<file path="src/rtl/mexp_pkg.sv">
// Shared types for the modular exponentiation controller and datapath.
package mexp_pkg;

  // Controller states.
  typedef enum logic [2:0] {
    ST_IDLE,
    ST_CHECK,
    ST_REDUCE,
    ST_BIT,
    ST_MUL_ACC,
    ST_NEXT,
    ST_MUL_SQ,
    ST_FINISH
  } state_t;

  // Selects which register feeds the multiplicand of the modular multiplier.
  typedef enum logic {
    MSEL_ACC,
    MSEL_SQ
  } mul_sel_t;

  // Commands from the controller to the datapath.
  typedef struct packed {
    logic     load;
    logic     red_step;
    logic     mul_start;
    logic     mul_step;
    logic     mul_write;
    mul_sel_t mul_sel;
    logic     e_shift;
    logic     out_load;
  } cmd_t;

  // Status from the datapath to the controller.
  typedef struct packed {
    logic m_zero;
    logic e_zero;
    logic e_lsb;
    logic e_rest_zero;
    logic red_last;
    logic mul_idle;
  } status_t;

endpackage

</file>
<file path="src/rtl/mexp_datapath.sv">
// Datapath: operand registers, base reduction and bit-serial modular multiplier.
module mexp_datapath #(
  parameter int W = 64
) (
  input  logic                 clk,
  input  mexp_pkg::cmd_t       cmd,
  output mexp_pkg::status_t    status,
  input  logic [63:0]          base_value,
  input  logic [63:0]          exponent_value,
  input  logic [63:0]          modulus_value,
  output logic [63:0]          power_result,
  output logic                 zero_modulus_error
);

  localparam int CW = $clog2(W);

  logic [W-1:0]  m;
  logic [W-1:0]  e;
  logic [W-1:0]  acc;
  logic [W-1:0]  sq;
  logic [W-1:0]  ma;
  logic [W-1:0]  mb;
  logic [W-1:0]  mp;
  logic [CW-1:0] cnt;

  logic [W-1:0]  b_in;
  logic [W-1:0]  e_in;
  logic [W-1:0]  m_in;
  logic [W-1:0]  acc_init;
  logic [W-1:0]  red_next;
  logic [W-1:0]  mp_next;
  logic [W-1:0]  ma_next;

  // Sum of two residues below m, reduced by one conditional subtraction.
  function automatic logic [W-1:0] add_mod(input logic [W-1:0] a, input logic [W-1:0] b,
                                           input logic [W-1:0] md);
    logic [W:0] s;
    s = {1'b0, a} + {1'b0, b};
    if (s >= {1'b0, md}) begin
      s = s - {1'b0, md};
    end
    return s[W-1:0];
  endfunction

  // Inputs are taken at the operand width; bits above it are ignored.
  assign b_in = base_value[W-1:0];
  assign e_in = exponent_value[W-1:0];
  assign m_in = modulus_value[W-1:0];

  // A modulus of one makes every nonzero power zero; a zero exponent gives one.
  assign acc_init = ((m_in == W'(1)) && (e_in != '0)) ? '0 : W'(1);

  // One remainder step of the base reduction: r = (2r + next base bit) mod m.
  always_comb begin
    logic [W:0] r;
    r = {sq, mb[W-1]};
    if (r >= {1'b0, m}) begin
      r = r - {1'b0, m};
    end
    red_next = r[W-1:0];
  end

  // One multiplier step: add the multiplicand on a set bit, double it every step.
  assign mp_next = mb[0] ? add_mod(mp, ma, m) : mp;
  assign ma_next = add_mod(ma, ma, m);

  // Operand and working registers.
  always_ff @(posedge clk) begin
    if (cmd.load) begin
      m   <= m_in;
      e   <= e_in;
      acc <= acc_init;
      sq  <= '0;
      mb  <= b_in;
      cnt <= CW'(W - 1);
    end else begin
      if (cmd.red_step) begin
        sq  <= red_next;
        mb  <= {mb[W-2:0], 1'b0};
        cnt <= cnt - CW'(1);
      end
      if (cmd.mul_start) begin
        ma <= (cmd.mul_sel == mexp_pkg::MSEL_ACC) ? acc : sq;
        mb <= sq;
        mp <= '0;
      end
      if (cmd.mul_step) begin
        mp <= mp_next;
        ma <= ma_next;
        mb <= {1'b0, mb[W-1:1]};
      end
      if (cmd.mul_write) begin
        if (cmd.mul_sel == mexp_pkg::MSEL_ACC) begin
          acc <= mp;
        end else begin
          sq <= mp;
        end
      end
      if (cmd.e_shift) begin
        e <= {1'b0, e[W-1:1]};
      end
    end
  end

  // Result register, held until the transaction is taken.
  always_ff @(posedge clk) begin
    if (cmd.out_load) begin
      power_result       <= (m == '0) ? 64'd0 : 64'(acc);
      zero_modulus_error <= (m == '0);
    end
  end

  // Status back to the controller.
  always_comb begin
    status.m_zero      = (m == '0);
    status.e_zero      = (e == '0);
    status.e_lsb       = e[0];
    status.e_rest_zero = (e[W-1:1] == '0);
    status.red_last    = (cnt == '0);
    status.mul_idle    = (mb == '0);
  end

endmodule

</file>
<file path="src/rtl/mexp_control.sv">
// Controller: sequences base reduction, square-and-multiply steps and output.
module mexp_control (
  input  logic              clk,
  input  logic              rst,
  input  logic              in_valid,
  output logic              in_ready,
  output logic              out_valid,
  input  logic              out_ready,
  input  mexp_pkg::status_t status,
  output mexp_pkg::cmd_t    cmd
);

  mexp_pkg::state_t state;
  mexp_pkg::state_t state_next;
  logic             out_valid_next;

  // State and output valid registers.
  always_ff @(posedge clk) begin
    if (rst) begin
      state     <= mexp_pkg::ST_IDLE;
      out_valid <= 1'b0;
    end else begin
      state     <= state_next;
      out_valid <= out_valid_next;
    end
  end

  // Next state and datapath commands.
  always_comb begin
    state_next    = state;
    cmd           = '0;
    cmd.mul_sel   = mexp_pkg::MSEL_ACC;
    in_ready      = 1'b0;
    case (state)
      mexp_pkg::ST_IDLE: begin
        in_ready = 1'b1;
        if (in_valid) begin
          cmd.load   = 1'b1;
          state_next = mexp_pkg::ST_CHECK;
        end
      end
      mexp_pkg::ST_CHECK: begin
        if (status.m_zero || status.e_zero) begin
          state_next = mexp_pkg::ST_FINISH;
        end else begin
          state_next = mexp_pkg::ST_REDUCE;
        end
      end
      mexp_pkg::ST_REDUCE: begin
        cmd.red_step = 1'b1;
        if (status.red_last) begin
          state_next = mexp_pkg::ST_BIT;
        end
      end
      mexp_pkg::ST_BIT: begin
        if (status.e_lsb) begin
          cmd.mul_start = 1'b1;
          cmd.mul_sel   = mexp_pkg::MSEL_ACC;
          state_next    = mexp_pkg::ST_MUL_ACC;
        end else begin
          state_next = mexp_pkg::ST_NEXT;
        end
      end
      mexp_pkg::ST_MUL_ACC: begin
        cmd.mul_sel = mexp_pkg::MSEL_ACC;
        if (status.mul_idle) begin
          cmd.mul_write = 1'b1;
          state_next    = mexp_pkg::ST_NEXT;
        end else begin
          cmd.mul_step = 1'b1;
        end
      end
      mexp_pkg::ST_NEXT: begin
        // The square after the top exponent bit is never used.
        if (status.e_rest_zero) begin
          state_next = mexp_pkg::ST_FINISH;
        end else begin
          cmd.e_shift   = 1'b1;
          cmd.mul_start = 1'b1;
          cmd.mul_sel   = mexp_pkg::MSEL_SQ;
          state_next    = mexp_pkg::ST_MUL_SQ;
        end
      end
      mexp_pkg::ST_MUL_SQ: begin
        cmd.mul_sel = mexp_pkg::MSEL_SQ;
        if (status.mul_idle) begin
          cmd.mul_write = 1'b1;
          state_next    = mexp_pkg::ST_BIT;
        end else begin
          cmd.mul_step = 1'b1;
        end
      end
      mexp_pkg::ST_FINISH: begin
        if (!out_valid || out_ready) begin
          cmd.out_load = 1'b1;
          state_next   = mexp_pkg::ST_IDLE;
        end
      end
      default: begin
        state_next = mexp_pkg::ST_IDLE;
      end
    endcase
  end

  // The output transaction stays valid until taken.
  always_comb begin
    out_valid_next = out_valid;
    if (out_valid && out_ready) begin
      out_valid_next = 1'b0;
    end
    if (cmd.out_load) begin
      out_valid_next = 1'b1;
    end
  end

endmodule

</file>
<file path="src/rtl/modular_exponentiation.sv">
// Sequence: for a zero modulus or a zero exponent, an input transaction goes from the check
// straight to the output load; otherwise check, base reduction and output load, plus per
// exponent bit the ST_BIT and ST_NEXT control states and up to two multiplies.
// Throughput: one transaction at a time, as in_ready is high only in the idle state, with
// the single shift-and-add multiplier doing every multiply. Reset clears control and valid.
// Top level: modular exponentiation by right-to-left square-and-multiply.
module modular_exponentiation #(
  parameter int OPERAND_WIDTH = 64
) (
  input  logic        clk,
  input  logic        rst,
  input  logic        in_valid,
  output logic        in_ready,
  input  logic [63:0] base_value,
  input  logic [63:0] exponent_value,
  input  logic [63:0] modulus_value,
  output logic        out_valid,
  input  logic        out_ready,
  output logic [63:0] power_result,
  output logic        zero_modulus_error
);

  mexp_pkg::cmd_t    cmd;
  mexp_pkg::status_t status;

  // Sequencing of the square-and-multiply loop.
  mexp_control u_control (
    .clk       (clk),
    .rst       (rst),
    .in_valid  (in_valid),
    .in_ready  (in_ready),
    .out_valid (out_valid),
    .out_ready (out_ready),
    .status    (status),
    .cmd       (cmd)
  );

  // Operand registers and modular arithmetic.
  mexp_datapath #(
    .W (OPERAND_WIDTH)
  ) u_datapath (
    .clk                (clk),
    .cmd                (cmd),
    .status             (status),
    .base_value         (base_value),
    .exponent_value     (exponent_value),
    .modulus_value      (modulus_value),
    .power_result       (power_result),
    .zero_modulus_error (zero_modulus_error)
  );

endmodule
</file>
<file path="config.mk">
export PLATFORM = sky130hd
export DESIGN_NAME = modular_exponentiation
export DESIGN_NICKNAME = d
export VERILOG_FILES = /design/src/rtl/mexp_pkg.sv /design/src/rtl/mexp_datapath.sv /design/src/rtl/mexp_control.sv /design/src/rtl/modular_exponentiation.sv
export SDC_FILE = /design/constraint.sdc
export NUM_CORES = 2
export LEC_CHECK = 0
export BUFFER_PORTS_ARGS = -buffer_cell sky130_fd_sc_hd__buf_2
export CELL_PAD_IN_SITES_DETAIL_PLACEMENT = 2
export CELL_PAD_IN_SITES_GLOBAL_PLACEMENT = 2
export CORE_UTILIZATION = 35
export DETAILED_ROUTE_END_ITERATION = 10
export PLACE_DENSITY_LB_ADDON = 0.1
export SLEW_MARGIN = 10
export SYNTH_ARGS = -nofsm -noshare
export SYNTH_HDL_FRONTEND = slang
export SYNTH_HIERARCHICAL = 1
export SYNTH_SLANG_ARGS = --single-unit
export TNS_END_PERCENT = 30
</file>
<file path="constraint.sdc">
create_clock -name clk -period 8.01 [get_ports clk]
set_input_delay 0.4005 -clock clk [delete_from_list [all_inputs] [get_ports clk]]
set_output_delay 0.4005 -clock clk [all_outputs]
set_load 0.01 [all_outputs]
</file>
# Word level (Yosys, flattened, before mapping)
# Index checks and enable logic that the tools add are counted.
dict set report totals {
  out_inout_bits 67
  wordCells 107
  regBits 523
}
dict set report classes {
  n_lt_le_gt_ge 3
  bitwise 1
  n_eq_ne 15
  muxes 48
  add_sub_neg 6
  n_reduce_logical 22
}
# operator count
set op_table {}
lappend op_table {{64-bit two-way mux} 21}
lappend op_table {{65-bit by 64-bit greater-or-equal comparator with 1-bit output} 3}
lappend op_table {{64-bit logical NOT} 3}
lappend op_table {{64-bit subtractor} 3}
lappend op_table {{64-bit by 64-bit adder with 65-bit output} 2}
lappend op_table {{64-bit by 1-bit equality test with 1-bit output, second input constant} 1}
lappend op_table {{64-bit nonzero test} 1}
lappend op_table {{63-bit logical NOT} 1}
lappend op_table {{3-bit case mux with 8 select lines} 1}
lappend op_table {{3-bit two-way mux} 6}
lappend op_table {{1-bit two-way mux} 16}
lappend op_table {{3-bit equality test, second input constant} 4}
lappend op_table {{2-bit != test, second input constant} 5}
lappend op_table {{2-bit nonzero test} 4}
lappend op_table {{3-bit by 2-bit equality test with 1-bit output, second input constant} 2}
lappend op_table {{6-bit logical NOT} 1}
lappend op_table {{6-bit by 1-bit subtractor with 6-bit output, second input constant} 1}
lappend op_table {{5-bit AND reduction} 1}
lappend op_table {{2-bit two-way mux} 2}
lappend op_table {{2-bit by 1-bit != test with 1-bit output, second input constant} 2}
lappend op_table {{1-bit case mux with 2 select lines} 2}
lappend op_table {{2-bit AND reduction} 2}
lappend op_table {{4-bit nonzero test} 1}
lappend op_table {{3-bit by 1-bit equality test with 1-bit output, second input constant} 1}
lappend op_table {{7 further kinds} 9}

# Depth between registers and ports, before layout
dict set report logic_depth {
  word_depth 6
  mapped_depth 28
  mapped_depth_nobuf 24
}

# By module
# The synthesis kept the hierarchy.
# module n_inst cells_per_inst area_each_um2
set by_module_without_submodules {}
lappend by_module_without_submodules {mexp_datapath 1 4431 39917.0}
lappend by_module_without_submodules {mexp_control 1 43 321.6}

# Worst setup path after synthesis
# Ideal clock, no wire load.
dict set report synth_path {
  path_kind {register to register}
  start {reg u_control.state[1]}
  end {reg u_datapath.mp[0] (enable)}
  arrival_ns 6.768
  required_ns 7.583
  path_stages_with_launch 9
  slack_ns 0.815
  setup_ns 0.427
  cell_sequence {dfxtp_1 -> buf_2 -> nor3_2 -> and2_1 -> clkbuf_1 -> clkbuf_1 -> buf_1 -> nor2_1 -> o21a_1}
}
# item line
set synth_rtl {}
lappend synth_rtl {{start: declaration} mexp_control.sv:13} ;# mexp_pkg::state_t state;
lappend synth_rtl {{start signal: assignment} mexp_control.sv:20} ;# state <= mexp_pkg::ST_IDLE;
lappend synth_rtl {{start signal: assignment} mexp_control.sv:23} ;# state <= state_next;
lappend synth_rtl {{end signal: assignment} mexp_datapath.sv:88} ;# mp <= mp_next;
lappend synth_rtl {{end: declaration} mexp_datapath.sv:23} ;# logic [W-1:0] mp;

# Final worst setup path
dict set report layout_path {
  start {reg u_datapath.ma[0]}
  end {reg u_datapath.mp[57], data pin}
}
dict set report layout_via {
  elab_chain_len 5
}
# item line
set layout_lines {}
lappend layout_lines {{start: declaration} mexp_datapath.sv:21} ;# logic [W-1:0] ma;
lappend layout_lines {{start signal: assignment} mexp_datapath.sv:83} ;# ma <= (cmd.mul_sel == mexp_pkg::MSEL_ACC) ? acc : sq;
lappend layout_lines {{start signal: assignment} mexp_datapath.sv:89} ;# ma <= ma_next;
lappend layout_lines {{64-bit by 64-bit adder with 65-bit output *} mexp_datapath.sv:38} ;# s = {1'b0, a} + {1'b0, b};
lappend layout_lines {{64-bit subtractor / 65-bit by 64-bit greater-or-equal comparator with 1-bit output (equally long branches)} {mexp_datapath.sv:40, mexp_datapath.sv:39}}
lappend layout_lines {{64-bit two-way mux *} mexp_datapath.sv:39} ;# if (s >= {1'b0, md}) begin
lappend layout_lines {{64-bit two-way mux *} mexp_datapath.sv:64} ;# assign mp_next = mb[0] ? add_mod(mp, ma, m) : mp;
lappend layout_lines {{64-bit two-way mux *} mexp_datapath.sv:87} ;# if (cmd.mul_step) begin
# Mark *: on every way between the ends. The rest lies on a longest branch, timed or not. The select of a mux whose other input is x is not followed.
# A chain may end at the register's enable or synchronous reset.

==> results.tsv <==
stage	metric	value	unit
global_routing	met2 Usage GRT	0.542	
sta	final setup vio count	0	
route	WL/cell	31.0	microns
critical_path	Critical R2R Capture	u_datapath/mp[57]	
route	routed vias/inst	6.05	
sta	Layout Skew	32.4	ps
pwr	peak supply drop	0.187	mV
critical_path	Reg2Reg Setup Slack	330	ps
yosys	share of flip-flops with an asynchronous set or reset	0	
global_routing	grt ovf	0	
global_routing	GR Layer Usage met1	0.414	
sta	Slew @ Worst Pin	1340	ps
layout	final instance area	45600	sq um
global_routing	GRT Overall Usage	0.322	
worst_hold_path	Min-Delay Path Depth	3	
sta	Final period util	0.959	
clocking	Longest Clk Path Bufs	3	
die	die width	341	microns
die	Top-Level Pins	263	
sta	max-slew violations	0	
die	Core ar.	114000	sq um
layout	commonest non-fill, non-tap cells in the layout	a21oi_1, edfxtp_1, nand2_1	
route	antenna-violating nets left	0	
layout	nets	5089	
critical_path	data arrival time of the worst path	8180	ps
route	Routed WL	192000	microns
clocking	cts bufs inserted	67	
die	Die Y	341	microns
yosys	Synth Cell Area	40200	sq um
critical_path	Critical Path End Type	flip-flop	
critical_path	Cell Chain, Critical Path	ha_1, fa_1, a211oi_1, o21bai_1, a21o_1, a221oi_1, or3_1, a211oi_1, o21ai_0, a21oi_1, a31oi_1, xnor2_1, ha_1, a21o_1, a21o_1, a21o_1, a21o_1, a21o_1, a2111oi_0, o211ai_1, a41o_1, a31o_2, nor2_2, a22o_1	
die	die area	116000	sq um
sta	slew margin rel.	0.101	
critical_path	biggest cell delay along the critical path	650	ps
route	DRC	0	
yosys	Post-synth EDFFs	449	
critical_path	Top cell by count, worst path	a21o_1	
layout	Reg area	15000	sq um
clocking	number of gates resized after cts	0	
sta	Final Hold Viols	0	
clocking	root buffer cell	clkbuf_16	
global_routing	first-pass GRT wire length	275000	microns
yosys	flops & latches, synth	523	
worst_hold_path	Min-Delay Path Class	in -> reg	
critical_path	Req. time, crit path	8510	ps
yosys	post-synthesis mux area share	0.0558	
yosys	Synth Area in Compound Gates	0.223	
critical_path	crit path kind	reg -> reg	
sta	RSZ-0062 raised after global routing	false	
critical_path	slowest CP cell	a221oi_1	
yosys	Post-Synth Simple-Gate Area	0.177	
place	Area after DPL	42800	sq um
route	total number of vias	37554	
clocking	CTS H-tree depth	3	
layout	fillers	12581	
pwr	Power per Cell Area	275	nW/um^2
die	# rows	124	
clocking	setup bufs post-CTS	0	
yosys	Synth Area in XOR/XNOR	0.0483	
yosys	Cells after Synth	4474	
critical_path	CP startpoint	u_datapath/ma[0]	
layout	share of cells above drive strength 1	0.117	
yosys	adder-cell area share of the yosys netlist	0.0822	
global_routing	vias in the first global route	38834	
yosys	largest family of logic cells by synthesized area	compound AO/OA/AOI/OAI gates	
global_routing	antenna violations before repair	16	
clocking	CTS tree	done	
critical_path	CP max FO	28	
clocking	clk sink count	523	
route	drt pass-1 iters	7	
clocking	Clock Latency Late Sink	660	ps
run_status	status	finished, final reports clean	
sta	fmax	0.130	GHz
worst_hold_path	hold_sp	base_value[46]	
yosys	Syn Nets	4932	
place	gpl congestion	0.967	
yosys	YS warnings	6	
yosys	Netlist cell types	96	
layout	commonest non-fill, non-tap cell in the layout	a21oi_1	
layout	Layout area overhead	13.4	%
yosys	average size of a mapped cell	8.99	sq um
critical_path	crit path launch type	flip-flop	
layout	multi-input logic area	23700	sq um
sta	final setup TNS	0	ps
global_routing	met3 usage	0.0364	
run	Max Cap Violations	0	
clocking	Reg clk slew, reported paths	60	ps
place	HPWL after DPL	151000	microns
pwr	Pwr Total	0.0125	W
yosys	top_reg_cell synth	edfxtp_1	
sta	clock period minus worst slack	7680	ps
place	input/output buffers	262	
worst_hold_path	Worst Hold Endpoint	u_datapath/mb[46]	
critical_path	reg2reg path depth	24	
route	detailed router's first-iteration violation count	2601	
global_routing	largest net degree at the start of global routing	171	
yosys	sequential area share after synthesis	0.372	
critical_path	RR Startpoint	u_datapath/ma[0]	
die	starting density of the core	0.352	
pwr	static leakage	18.0	nW
global_routing	global route hottest layer	met2	
==> flip-flops by register name (all words and copies together), names as in the netlist, 64 cells and up <==
register,count
u_datapath/ma,64
u_datapath/mp,64
u_datapath/m,64
u_datapath/e,64
u_datapath/acc,64
u_datapath/mb,64
u_datapath/power_result,64
u_datapath/sq,64
==> area by class of cell <==
class	count	area share
multi-input combinational	3539	0.520
sequential	523	0.328
timing repair buffer	363	0.0491
tap	1512	0.0415
clock buffer	87	0.0391
inverter	137	0.0113
clock inverter	37	0.0105
antenna	8	0.000439
==> cells by family (layout without fill, tap and decap cells) <==
group,Yosys count,count (layout)
flops,523,523
mux,216,216
fa+ha+maj,262,262
compound gates,1403,1403
buf+inv,412,624
xor+xnor,222,222
simple gates,1436,1436
other cells,0,8
==> cells in the mapped netlist (67+ instances only) <==
library cell / count / area share
edfxtp_1: 449 / 0.34
nor2_1: 282 / 0.026
a21oi_1: 465 / 0.058
o21ai_0: 252 / 0.031
ha_1: 258 / 0.080
nor4_1: 101 / 0.016
nor2b_1: 210 / 0.033
dfxtp_1: 74 / 0.037
clkbuf_1: 206 / 0.019
a21o_1: 176 / 0.033
xnor2_1: 131 / 0.029
a211oi_1: 106 / 0.020
inv_1: 136 / 0.013
nand2_1: 450 / 0.042
nand4_1: 96 / 0.015
xor2_1: 91 / 0.020
mux2_2: 67 / 0.019
mux2i_1: 149 / 0.037
==> power breakdown <==
part	internal [W]	total, W	switching (W)
Clock	0.00185	0.00322	0.00136
Sequential	0.00350	0.00409	0.000587
Combinational	0.00187	0.00524	0.00337
Total	0.00722	0.0125	0.00532
==> worst max path at each step <==
| stage | end | depth (start not counted) |
|---|---|---|
| 2_1_floorplan | u_datapath/mp[0] | 8 |
| 3_3_place_gp | u_datapath/mp[60] | 24 |
| 3_5_place_dp | u_datapath/mp[57] | 24 |
| 4_1_cts | u_datapath/mp[57] | 24 |
| 5_1_grt | u_datapath/mp[10] | 24 |
| 6_report | u_datapath/mp[57] | 24 |
==> per-stage QoR <==
stage,hold WS [ps],util,worst slack [ps],instances
after floorplan,470,-,815,4474
after global placement,490,0.374,764,6015
after detailed placement,505,0.374,632,6015
after CTS,4.22,0.399,468,6198
after global routing,36.5,0.399,45.9,6201
final,42.7,0.400,332,6206
==> per-layer routing <==
| metal | wire [microns] | vias up |
|---|---|---|
| met5 | 41 | - |
| met3 | 8580 | 295 |
| met2 | 91000 | 983 |
| li1 | - | 17034 |
| met4 | 9370 | 6 |
| met1 | 83500 | 19236 |
==> timing repair <==
item,CTS,global route
hold endpoints to repair,61,0
endpoints found under the setup margin,0,0
hold buffers,59,0
==> worst max-delay path: cells and delay by family (launching register included) <==
family                   cells  cell delay (ps)
AO/OA/AOI/OAI               18             4950
XOR/XNOR                     1              190
adder cells (fa/ha/maj)      3             1040
flip-flops                   1              430
AND/OR/NAND/NOR              2              890
Note: power is estimated with default switching activity, not from simulation.
